**src/rtl/tarrp_pkg.sv**
```systemverilog
`timescale 1ns / 1ps
`default_nettype none
// ----------------------------------------------------------------------------
// tarrp_pkg: shared types and codes of the trigger slot controller
// Opcode and status codes, field widths and the request/response structs
// that pass between the top level and the slot store.
// ----------------------------------------------------------------------------
package tarrp_pkg;

    localparam int OPCODE_W  = 2;
    localparam int SRC_W     = 5;
    localparam int STATUS_W  = 2;
    localparam int SLOT_ID_W = 4;

    typedef enum logic [OPCODE_W-1:0] {
        OP_ALLOC = 2'd0,
        OP_EVENT = 2'd1,
        OP_TAKE  = 2'd2
    } t_opcode;

    typedef enum logic [STATUS_W-1:0] {
        ST_OK           = 2'd0,
        ST_NO_SLOT      = 2'd1,
        ST_NONE_PENDING = 2'd2,
        ST_UNBOUND      = 2'd3
    } t_status;

    typedef struct packed {
        logic             vld;
        t_opcode          op;
        logic [SRC_W-1:0] src;
    } t_req;

    typedef struct packed {
        logic                 vld;
        t_status              status;
        logic [SLOT_ID_W-1:0] slot_id;
    } t_rsp;

endpackage
`default_nettype wire

```
**src/rtl/tarrp_first_set.sv**
```systemverilog
`timescale 1ns / 1ps
`default_nettype none
// ----------------------------------------------------------------------------
// tarrp_first_set: lowest set bit finder
// Reports whether any bit of the vector is set and the index of the lowest.
// ----------------------------------------------------------------------------
module tarrp_first_set #(
    parameter int W     = 15,
    parameter int IDX_W = 4
) (
    input  wire logic [W-1:0]     i_vec,
    output logic                  o_found,
    output logic [IDX_W-1:0]      o_idx
);

    always_comb begin
        o_idx = '0;
        // walk down so the lowest set bit wins
        for (int i = W - 1; i >= 0; i--) begin
            if (i_vec[i]) begin
                o_idx = IDX_W'(i);
            end
        end
    end

    assign o_found = |i_vec;

endmodule
`default_nettype wire

```
**src/rtl/tarrp_slots.sv**
```systemverilog
`timescale 1ns / 1ps
`default_nettype none
// ----------------------------------------------------------------------------
// tarrp_slots: trigger slot store and per-item update
// Holds in-use and pending bits, the bound source of each slot and the
// round-robin scan position; decides one request beat and updates state.
// ----------------------------------------------------------------------------
module tarrp_slots
    import tarrp_pkg::*;
#(
    parameter int NUM_SLOTS = 15
) (
    input  wire logic i_clk,
    input  wire logic i_rst_n,
    input  wire t_req i_req,
    output t_rsp      o_rsp
);

    localparam int IDX_W = $clog2(NUM_SLOTS);

    logic [NUM_SLOTS-1:0] r_in_use, n_in_use;
    logic [NUM_SLOTS-1:0] r_pending, n_pending;
    logic [IDX_W-1:0]     r_scan, n_scan;
    logic [SRC_W-1:0]     r_source [NUM_SLOTS];

    logic                 src_we;
    logic [NUM_SLOTS-1:0] match_vec;
    logic [NUM_SLOTS-1:0] upper_pend;

    logic                 free_found, match_found, hi_found, any_found;
    logic [IDX_W-1:0]     free_idx, match_idx, hi_idx, any_idx, take_idx;

    always_comb begin
        for (int i = 0; i < NUM_SLOTS; i++) begin
            match_vec[i]  = r_in_use[i] && (r_source[i] == i_req.src);
            // pending slots at or after the scan position
            upper_pend[i] = r_pending[i] && (i >= int'(r_scan));
        end
    end

    tarrp_first_set #(.W(NUM_SLOTS), .IDX_W(IDX_W)) u_free (
        .i_vec   (~r_in_use),
        .o_found (free_found),
        .o_idx   (free_idx)
    );

    tarrp_first_set #(.W(NUM_SLOTS), .IDX_W(IDX_W)) u_match (
        .i_vec   (match_vec),
        .o_found (match_found),
        .o_idx   (match_idx)
    );

    tarrp_first_set #(.W(NUM_SLOTS), .IDX_W(IDX_W)) u_hi (
        .i_vec   (upper_pend),
        .o_found (hi_found),
        .o_idx   (hi_idx)
    );

    tarrp_first_set #(.W(NUM_SLOTS), .IDX_W(IDX_W)) u_any (
        .i_vec   (r_pending),
        .o_found (any_found),
        .o_idx   (any_idx)
    );

    // wrap to the lowest pending slot when nothing lies above the scan point
    assign take_idx = hi_found ? hi_idx : any_idx;

    always_comb begin
        n_in_use       = r_in_use;
        n_pending      = r_pending;
        n_scan         = r_scan;
        src_we         = 1'b0;
        o_rsp.vld      = i_req.vld;
        o_rsp.status   = ST_OK;
        o_rsp.slot_id  = '0;
        if (i_req.vld) begin
            case (i_req.op)
                OP_ALLOC: begin
                    if (free_found) begin
                        n_in_use[free_idx] = 1'b1;
                        src_we             = 1'b1;
                        o_rsp.slot_id      = SLOT_ID_W'(free_idx);
                    end else begin
                        o_rsp.status = ST_NO_SLOT;
                    end
                end
                OP_EVENT: begin
                    if (match_found) begin
                        n_pending[match_idx] = 1'b1;
                        o_rsp.slot_id        = SLOT_ID_W'(match_idx);
                    end else begin
                        o_rsp.status = ST_UNBOUND;
                    end
                end
                OP_TAKE: begin
                    if (any_found) begin
                        n_pending[take_idx] = 1'b0;
                        n_scan              = take_idx;
                        o_rsp.slot_id       = SLOT_ID_W'(take_idx);
                    end else begin
                        o_rsp.status = ST_NONE_PENDING;
                    end
                end
                default: begin
                end
            endcase
        end
    end

    always_ff @(posedge i_clk) begin
        if (!i_rst_n) begin
            r_in_use  <= '0;
            r_pending <= '0;
            r_scan    <= '0;
        end else begin
            r_in_use  <= n_in_use;
            r_pending <= n_pending;
            r_scan    <= n_scan;
        end
    end

    always_ff @(posedge i_clk) begin
        if (src_we) begin
            r_source[free_idx] <= i_req.src;
        end
    end

endmodule
`default_nettype wire

```
**src/rtl/trigger_alloc_round_robin_pending.sv**
```systemverilog
`timescale 1ns / 1ps
`default_nettype none
// ----------------------------------------------------------------------------
// trigger_alloc_round_robin_pending: trigger slot controller
// Allocates trigger slots to pin sources, marks them pending on pin events
// and serves pending slots in round-robin order.
// ----------------------------------------------------------------------------
// A command beat is taken whenever start is high; busy stays low, so one
// command enters every cycle. Each command gives exactly one result beat on
// o_valid: the input register feeds the slot update, which is combinational,
// and the result register captures its outcome, so the beat passes the input
// register and then the result register. The updated slot state already
// feeds the next command. The receiver cannot stall, so results must be
// captured when o_valid is high.
// ----------------------------------------------------------------------------
module trigger_alloc_round_robin_pending
    import tarrp_pkg::*;
#(
    parameter int NUM_SLOTS = 15
) (
    input  wire logic                 i_clk,
    input  wire logic                 i_rst_n,
    input  wire logic                 start,
    input  wire logic [OPCODE_W-1:0]  i_opcode,
    input  wire logic [SRC_W-1:0]     i_pin_source,
    output logic                      busy,
    output logic                      o_valid,
    output logic [STATUS_W-1:0]       o_status,
    output logic [SLOT_ID_W-1:0]      o_slot_id
);

    t_req r_req;
    t_rsp rsp;

    logic                 r_valid;
    t_status              r_status;
    logic [SLOT_ID_W-1:0] r_slot_id;

    assign busy = 1'b0;

    always_ff @(posedge i_clk) begin
        if (!i_rst_n) begin
            r_req.vld <= 1'b0;
        end else begin
            r_req.vld <= start && !busy;
        end
        r_req.op  <= t_opcode'(i_opcode);
        r_req.src <= i_pin_source;
    end

    tarrp_slots #(.NUM_SLOTS(NUM_SLOTS)) u_slots (
        .i_clk   (i_clk),
        .i_rst_n (i_rst_n),
        .i_req   (r_req),
        .o_rsp   (rsp)
    );

    always_ff @(posedge i_clk) begin
        if (!i_rst_n) begin
            r_valid <= 1'b0;
        end else begin
            r_valid <= rsp.vld;
        end
    end

    always_ff @(posedge i_clk) begin
        r_status  <= rsp.status;
        r_slot_id <= rsp.slot_id;
    end

    assign o_valid   = r_valid;
    assign o_status  = STATUS_W'(r_status);
    assign o_slot_id = r_slot_id;

endmodule
`default_nettype wire
```
**config.mk**
```make
export PLATFORM = sky130hd
export DESIGN_NAME = trigger_alloc_round_robin_pending
export DESIGN_NICKNAME = d
export VERILOG_FILES = /design/src/rtl/tarrp_pkg.sv /design/src/rtl/tarrp_first_set.sv /design/src/rtl/tarrp_slots.sv /design/src/rtl/trigger_alloc_round_robin_pending.sv
export SDC_FILE = /design/constraint.sdc
export NUM_CORES = 1
export LEC_CHECK = 0
export BUFFER_PORTS_ARGS = -buffer_cell sky130_fd_sc_hd__buf_2
export CAP_MARGIN = 0
export CORE_ASPECT_RATIO = 0.9
export CORE_MARGIN = 2
export CORE_UTILIZATION = 30
export DETAILED_ROUTE_END_ITERATION = 12
export HOLD_SLACK_MARGIN = 0.15
export PLACE_DENSITY = 0.46
export SLEW_MARGIN = 20
export SYNTH_ARGS = -nofsm -noshare
export SYNTH_HDL_FRONTEND = slang
export SYNTH_HIERARCHICAL = 1
export SYNTH_SLANG_ARGS = --single-unit
```
**constraint.sdc**
```tcl
create_clock -name i_clk -period 3.5 [get_ports i_clk]
set_input_delay 0.7 -clock i_clk [delete_from_list [all_inputs] [get_ports i_clk]]
set_output_delay 0.7 -clock i_clk [all_outputs]
set_load 0.01 [all_outputs]
```
Yosys cells after proc, flatten, opt, wreduce, memory -nomap -nowiden
Memory sizes are Yosys's and may differ from the RTL's.
Index checks and enable logic that the tools add are counted.
{ "word_totals": {"word_cells": 179, "mem_count": 1, "input_bits": 10, "ram_bits": 75, "output_inout_bits": 8, "ff_bits": 49} }
{ "op_classes": {"n_eq_ne": 19, "reduce_logical": 42, "bitwise_logic": 5, "order_cmp": 21, "muxes": 82} }
{ "mem_list": {"columns": ["memory", "words", "width", "read_ports", "rd_ports_with_merged_regs", "wr", "line_no", "rtl"], "rows": [
  ["u_slots.r_source", 15, 5, 15, 0, 1, "tarrp_slots.sv:24", "logic [SRC_W-1:0] r_source [NUM_SLOTS];"]
]} }
{ "ops": {"columns": ["operator", "count"], "rows": [
  ["$mux W4", 64],
  ["$eq A5 B5 Y1", 15],
  ["$reduce_or A15 Y1", 4],
  ["$logic_and A1 B1 Y1", 33],
  ["$mux W15", 2],
  ["$not A15 Y15", 2],
  ["$or A15 B15 Y15", 2],
  ["$pmux W15 S2", 1],
  ["$ge A4 B4 Y1 const A", 7],
  ["$pmux W6 S3", 1],
  ["$ge A3 B4 Y1 const A", 4],
  ["$and A15 B15 Y15", 1],
  ["$lt A4 B5 Y1 const B", 3],
  ["$demux W1 S4", 3],
  ["$ge A4 B1 Y1 const B", 3],
  ["$mux W1", 9],
  ["$ge A1 B4 Y1 const A", 2],
  ["$ge A2 B4 Y1 const A", 2],
  ["$reduce_and A3 Y1", 2],
  ["$mux W2", 2],
  ["$ne A2 B1 Y1 const B", 2],
  ["$reduce_and A4 Y1", 1],
  ["$eq A2 B1 Y1 const B", 1],
  ["$eq A2 B2 Y1 const B", 1],
  ["2 further kinds", 2]
]} }

Logic depth before layout (Yosys ltp)
{ "logic_depth": {"ltp_word": 26, "ltp_mapped": 13, "ltp_nobuf": 9} }

Hierarchy
The synthesis kept the hierarchy.
{ "modules_own_cells": {"columns": ["module", "seq_area_each_um2", "n_inst", "area_per_inst_um2", "cells_each"], "rows": [
  ["tarrp_slots", 2932.8, 1, 5072.4, 407],
  ["tarrp_first_set", 0.0, 4, 158.9, 27],
  ["trigger_alloc_round_robin_pending", 300.3, 1, 324.1, 19]
]} }

Least setup slack after synthesis
No wires, ideal clock.
{ "synth_timing": {"kind": "register to register", "start": "register r_req[1] (netlist name)", "end": "register u_slots.r_pending[10]", "t_arrival_ps": 2830, "required_ps": 3414, "synth_period_minus_slack_ps": 2916, "setup_slack_ps": 584, "setup_time_ps": 86, "n_path_buf": 2, "path_stages_with_launch": 12, "cell_sequence": "dfxtp_1 buf_2 buf_2 xnor2_1 nand4_1 nor3_1 nor4_1 and3b_1 nor3b_1 nor2b_1 a31oi_1 a211oi_1"} }
{ "synth_between": {"word_cells_on_any_way": 56, "classes_between": "order compare (2); eq/ne (16); mux (19); bitwise (1); reduce/logical (18)"} }
{ "synth_rtl": {"columns": ["element", "line_no", "rtl"], "rows": [
  ["start: declaration", "trigger_alloc_round_robin_pending.sv:32", "t_req r_req;"],
  ["$eq A5 B5 Y1 *", "tarrp_slots.sv:35", "match_vec[i] = r_in_use[i] && (r_source[i] == i_req.src);"],
  ["$logic_and A1 B1 Y1 *", "tarrp_slots.sv:35", null],
  ["via u_slots.match_vec[8]", "tarrp_slots.sv:27", "logic [NUM_SLOTS-1:0] match_vec;"],
  ["$mux W4 * (9 in series)", "tarrp_first_set.sv:20", "if (i_vec[i]) begin"],
  ["via u_slots.match_idx[3]", "tarrp_slots.sv:31", "logic [IDX_W-1:0] free_idx, match_idx, hi_idx, any_idx, take_idx;"],
  ["$lt A4 B5 Y1 (implied by the code) or $ge A4 B1 Y1 (tied branches)", "tarrp_slots.sv:89", "n_pending[match_idx] = 1'b1;"],
  ["$logic_and A1 B1 Y1 (implied by the code)", "tarrp_slots.sv:89", null],
  ["$mux W1 (implied by the code)", "tarrp_slots.sv:89", null],
  ["$demux W1 S4 *", null, null],
  ["$or A15 B15 Y15 (no source line) *", null, null],
  ["$mux W15 *", "tarrp_slots.sv:88", "if (match_found) begin"],
  ["$pmux W15 S2 *", "tarrp_slots.sv:77", "case (i_req.op)"],
  ["end signal: assignment", "tarrp_slots.sv:117", "r_pending <= n_pending;"],
  ["end: declaration", "tarrp_slots.sv:22", "logic [NUM_SLOTS-1:0] r_pending, n_pending;"]
]} }
The timed path passes the listed nets; every way through them passes the cells marked *. The select of a mux whose other input is x is not followed.
A chain may end at the register's enable or synchronous reset.

Final worst setup path
{ "layout_timing": {"start": "register r_req[3] (netlist name)", "end": "register u_slots.r_pending[2]"} }
{ "layout_between": {"word_cells_on_any_way": 56, "classes_between": "order compare (2); eq/ne (16); mux (19); bitwise (1); reduce/logical (18)"} }
{ "layout_rtl": {"columns": ["element", "line_no"], "rows": [
  ["$eq A5 B5 Y1 *", "tarrp_slots.sv:35"],
  ["$logic_and A1 B1 Y1 *", "tarrp_slots.sv:35"],
  ["via u_slots.match_vec[2]", "tarrp_slots.sv:27"],
  ["$mux W4 * (3 in series)", "tarrp_first_set.sv:20"],
  ["via u_slots.match_idx[0]", "tarrp_slots.sv:31"],
  ["$lt A4 B5 Y1 (implied by the code) or $ge A4 B1 Y1 (tied branches)", "tarrp_slots.sv:89"],
  ["$logic_and A1 B1 Y1 (implied by the code)", "tarrp_slots.sv:89"],
  ["$mux W1 (implied by the code)", "tarrp_slots.sv:89"],
  ["$demux W1 S4 *", null],
  ["$or A15 B15 Y15 (no source line) *", null],
  ["$mux W15 *", "tarrp_slots.sv:88"],
  ["$pmux W15 S2 *", "tarrp_slots.sv:77"]
]} }
Marks and branches as above.

==> impl_metrics.tcl <==
set metrics [dict create \
    grt_pass1_wl_um 22500 \
    cts.sinks 124 \
    tightest_slew_ns 0.967 \
    synth_top_area_frac 0.373 \
    setup_tns_ns 0 \
    numCtsBuffers 17 \
    antennaDiodeCount 0 \
    ys.flop_type "edfxtp_1" \
    design_area_um2 6980 \
    relSlewSlack 0.353 \
    initial_utilization 0.304 \
    chipWidth_um 153 \
    cts_tree "done" \
    required_ns 3.80 \
    clockBufferDepth 2 \
    clk_pin_slew_ns 0.05 \
    async_flop_share 0 \
    dieHeight_um 139 \
    p_int_mw 2.64 \
    finalCriticalPeriod_ns 3.12 \
    gp_congestion 0.822 \
    antenna_left 0 \
    fp.dieArea_um2 21300 \
    ys_ff_latch 124 \
    io_buffers 16 \
    mostFrequentLayoutCells "edfxtp_1 (75), xnor2_1 (60), dfxtp_1 (49)" \
    layout.cells.non_filler 825 \
    vias_per_cell 5.01 \
    num_rows 49 \
    yosysSeqAreaShare 0.536 \
    clk_latency_ns 0.41 \
    finalSetupViolCount 0 \
    cts_setup_buffers 0 \
    min_path_type "input port to flip-flop" \
    routed_wl_um 13800 \
    first_pass_iters 4 \
    grt_pass1_vias 4085 \
    hold_buffers 0 \
    power_leakage_nw 2.14 \
    start_kind "flip-flop" \
    holdWs_ns 0.382 \
    final_common_cell "edfxtp_1" \
    core_um2 19900 \
    drv_cap 0 \
    grt_use_met2 0.211 \
    swShare 0.202 \
    fmax_mhz 321 \
    path_max_fanout 12 \
    avgSynthCellArea_um2 11.3 \
    layout.nets 567 \
    wl_per_cell_um 16.7 \
    dpl.cell_count 793 \
    seqPwrFrac 0.473 \
    grtUsageMet3 0.0298 \
    status "finished, final reports clean" \
    fin_util 0.351 \
    dp_hpwl_um 9700 \
    dpl_cell_area_um2 6420 \
    syn_inst 534 \
    reg2reg_depth 11 \
    gr-usage-all-layers 0.136 \
    min_delay_path_depth 1 \
    rsz0062_at_grt "no" \
    drc 0 \
    synth_nets 544 \
    vias 4137 \
    grt-ovfl-total 0 \
    synth-edff-count 75 \
    p_comb_frac 0.035 \
    finClkSkew_ns 0.00465 \
    antenna_found_initial 0 \
    drive_gt1_frac 0.130 \
    period_share 0.890 \
    synth_largest_area_cell "edfxtp_1" \
    h-tree-depth 4 \
    slew_viol_final 0 \
    setup.worst_path.end_class "flip-flop" \
    finalWorstSetupSlack_ns 0.383 \
    io_pins 18 \
    synth_area_um2 6030 \
    dp_slack_ns 0.292 \
    arrival_ns 3.42 \
    area_growth_pct 15.7 \
    hold_viol 0 \
    post_cts_resized 0 \
    ir_drop_mv 0.344 \
    synth_warnings 6 \
    grt_max_degree 31 \
    synthTopCellsByArea "edfxtp_1 (37%), dfxtp_1 (16%), xnor2_1 (8.7%)" \
    p_sw_mw 0.668 \
    criticalPathCategory "flip-flop to flip-flop" \
    powerDensity_nw_per_um2 475 \
    drtIter0Drc 307 \
    reg2reg_setup_slack_ns 0.38 \
    root_buffer "clkbuf_16" \
    finalPower_mw 3.31 \
    synth.distinct_cells 48 \
    busiest_layer "met2" \
    met1_usage 0.184 \
    clkPwrFrac 0.492 \
]
sequential cells by signal (all words and copies together) (netlist names):
| signal | cells |
|---|---|
| u_slots/r_in_use | 15 |
| u_slots/r_source | 75 |
| o_status | 2 |
| u_slots/r_pending | 15 |
| o_valid | 1 |
| u_slots/r_scan | 4 |
| o_slot_id | 4 |
| r_req | 8 |
final timing paths:
path,endpoint,start
hold reg to reg,u_slots/r_in_use[10]$_SDFFE_PN0P_,u_slots/r_in_use[10]$_SDFFE_PN0P_
setup reg to reg,u_slots/r_pending[2]$_SDFFE_PN0P_,r_req[3]$_DFF_P_
hold / removal,r_req[1]$_DFF_P_,i_pin_source[1]
setup / recovery,u_slots/r_pending[2]$_SDFFE_PN0P_,r_req[3]$_DFF_P_
cells in the mapped netlist, types with 4 or more instances:
cell	number
a211oi_1	20
a21oi_1	13
a221oi_1	4
a311oi_1	5
a31oi_1	13
and2_1	8
and3_1	4
and3b_1	5
buf_2	14
clkbuf_1	6
dfxtp_1	49
edfxtp_1	75
inv_1	22
mux2i_1	4
nand2_1	8
nand2b_1	13
nand3_1	4
nand3b_1	5
nand4_1	19
nor2_1	43
nor2b_1	12
nor3_1	16
nor3_2	9
nor3b_1	6
nor4_1	12
nor4_2	4
o21a_1	21
o21ai_0	6
o311ai_0	4
o31ai_1	5
o32ai_1	4
or4_1	4
xnor2_1	60
xor2_1	15
power groups by stage:
stage / sequential (mW) / clock, mW / combinational [mW]
2_1_floorplan: 1.59 / 0 / 0.0832
3_3_place_gp: 1.60 / 0 / 0.117
3_5_place_dp: 1.60 / 0 / 0.118
4_1_cts: 1.57 / 1.67 / 0.118
5_1_grt: 1.57 / 1.75 / 0.127
6_report: 1.57 / 1.63 / 0.116
worst max-delay path, cell delays in order, from the launching register on:
cell and delay [ns]:
dfxtp_1 0.55, buf_4 0.29, xnor2_1 0.14, nand4_1 0.11
nor3_1 0.49, nor2_1 0.11, a221oi_1 0.33, a311oi_1 0.09
buf_4 0.17, nor2b_1 0.31, a31oi_1 0.14, a211oi_1 0.26
cell families (layout without fill, tap and decap cells):
group	after synthesis	in the layout	share of synthesized area
mux	6	6	0.0104
buf+inv	49	85	0.0390
compound gates	99	99	0.117
flops	124	124	0.536
xor+xnor	75	75	0.109
other cells	1	1	0.000622
simple gates	180	180	0.188
cell type report:
type | instances | area, um2
clock buffer | 24 | 452
inverter | 23 | 86.3
fill | 1997 | 12900
timing repair buffer | 30 | 223
multi-input combinational | 361 | 2570
sequential | 124 | 3230
clock inverter | 8 | 93.8
tap | 255 | 319
per-layer routing:
layer,wire length (um),vias to the layer above
met4,312,0
met2,6320,89
met1,6770,1999
met5,0,-
met3,406,22
li1,-,2027
Power figures use the tool's default switching activity.
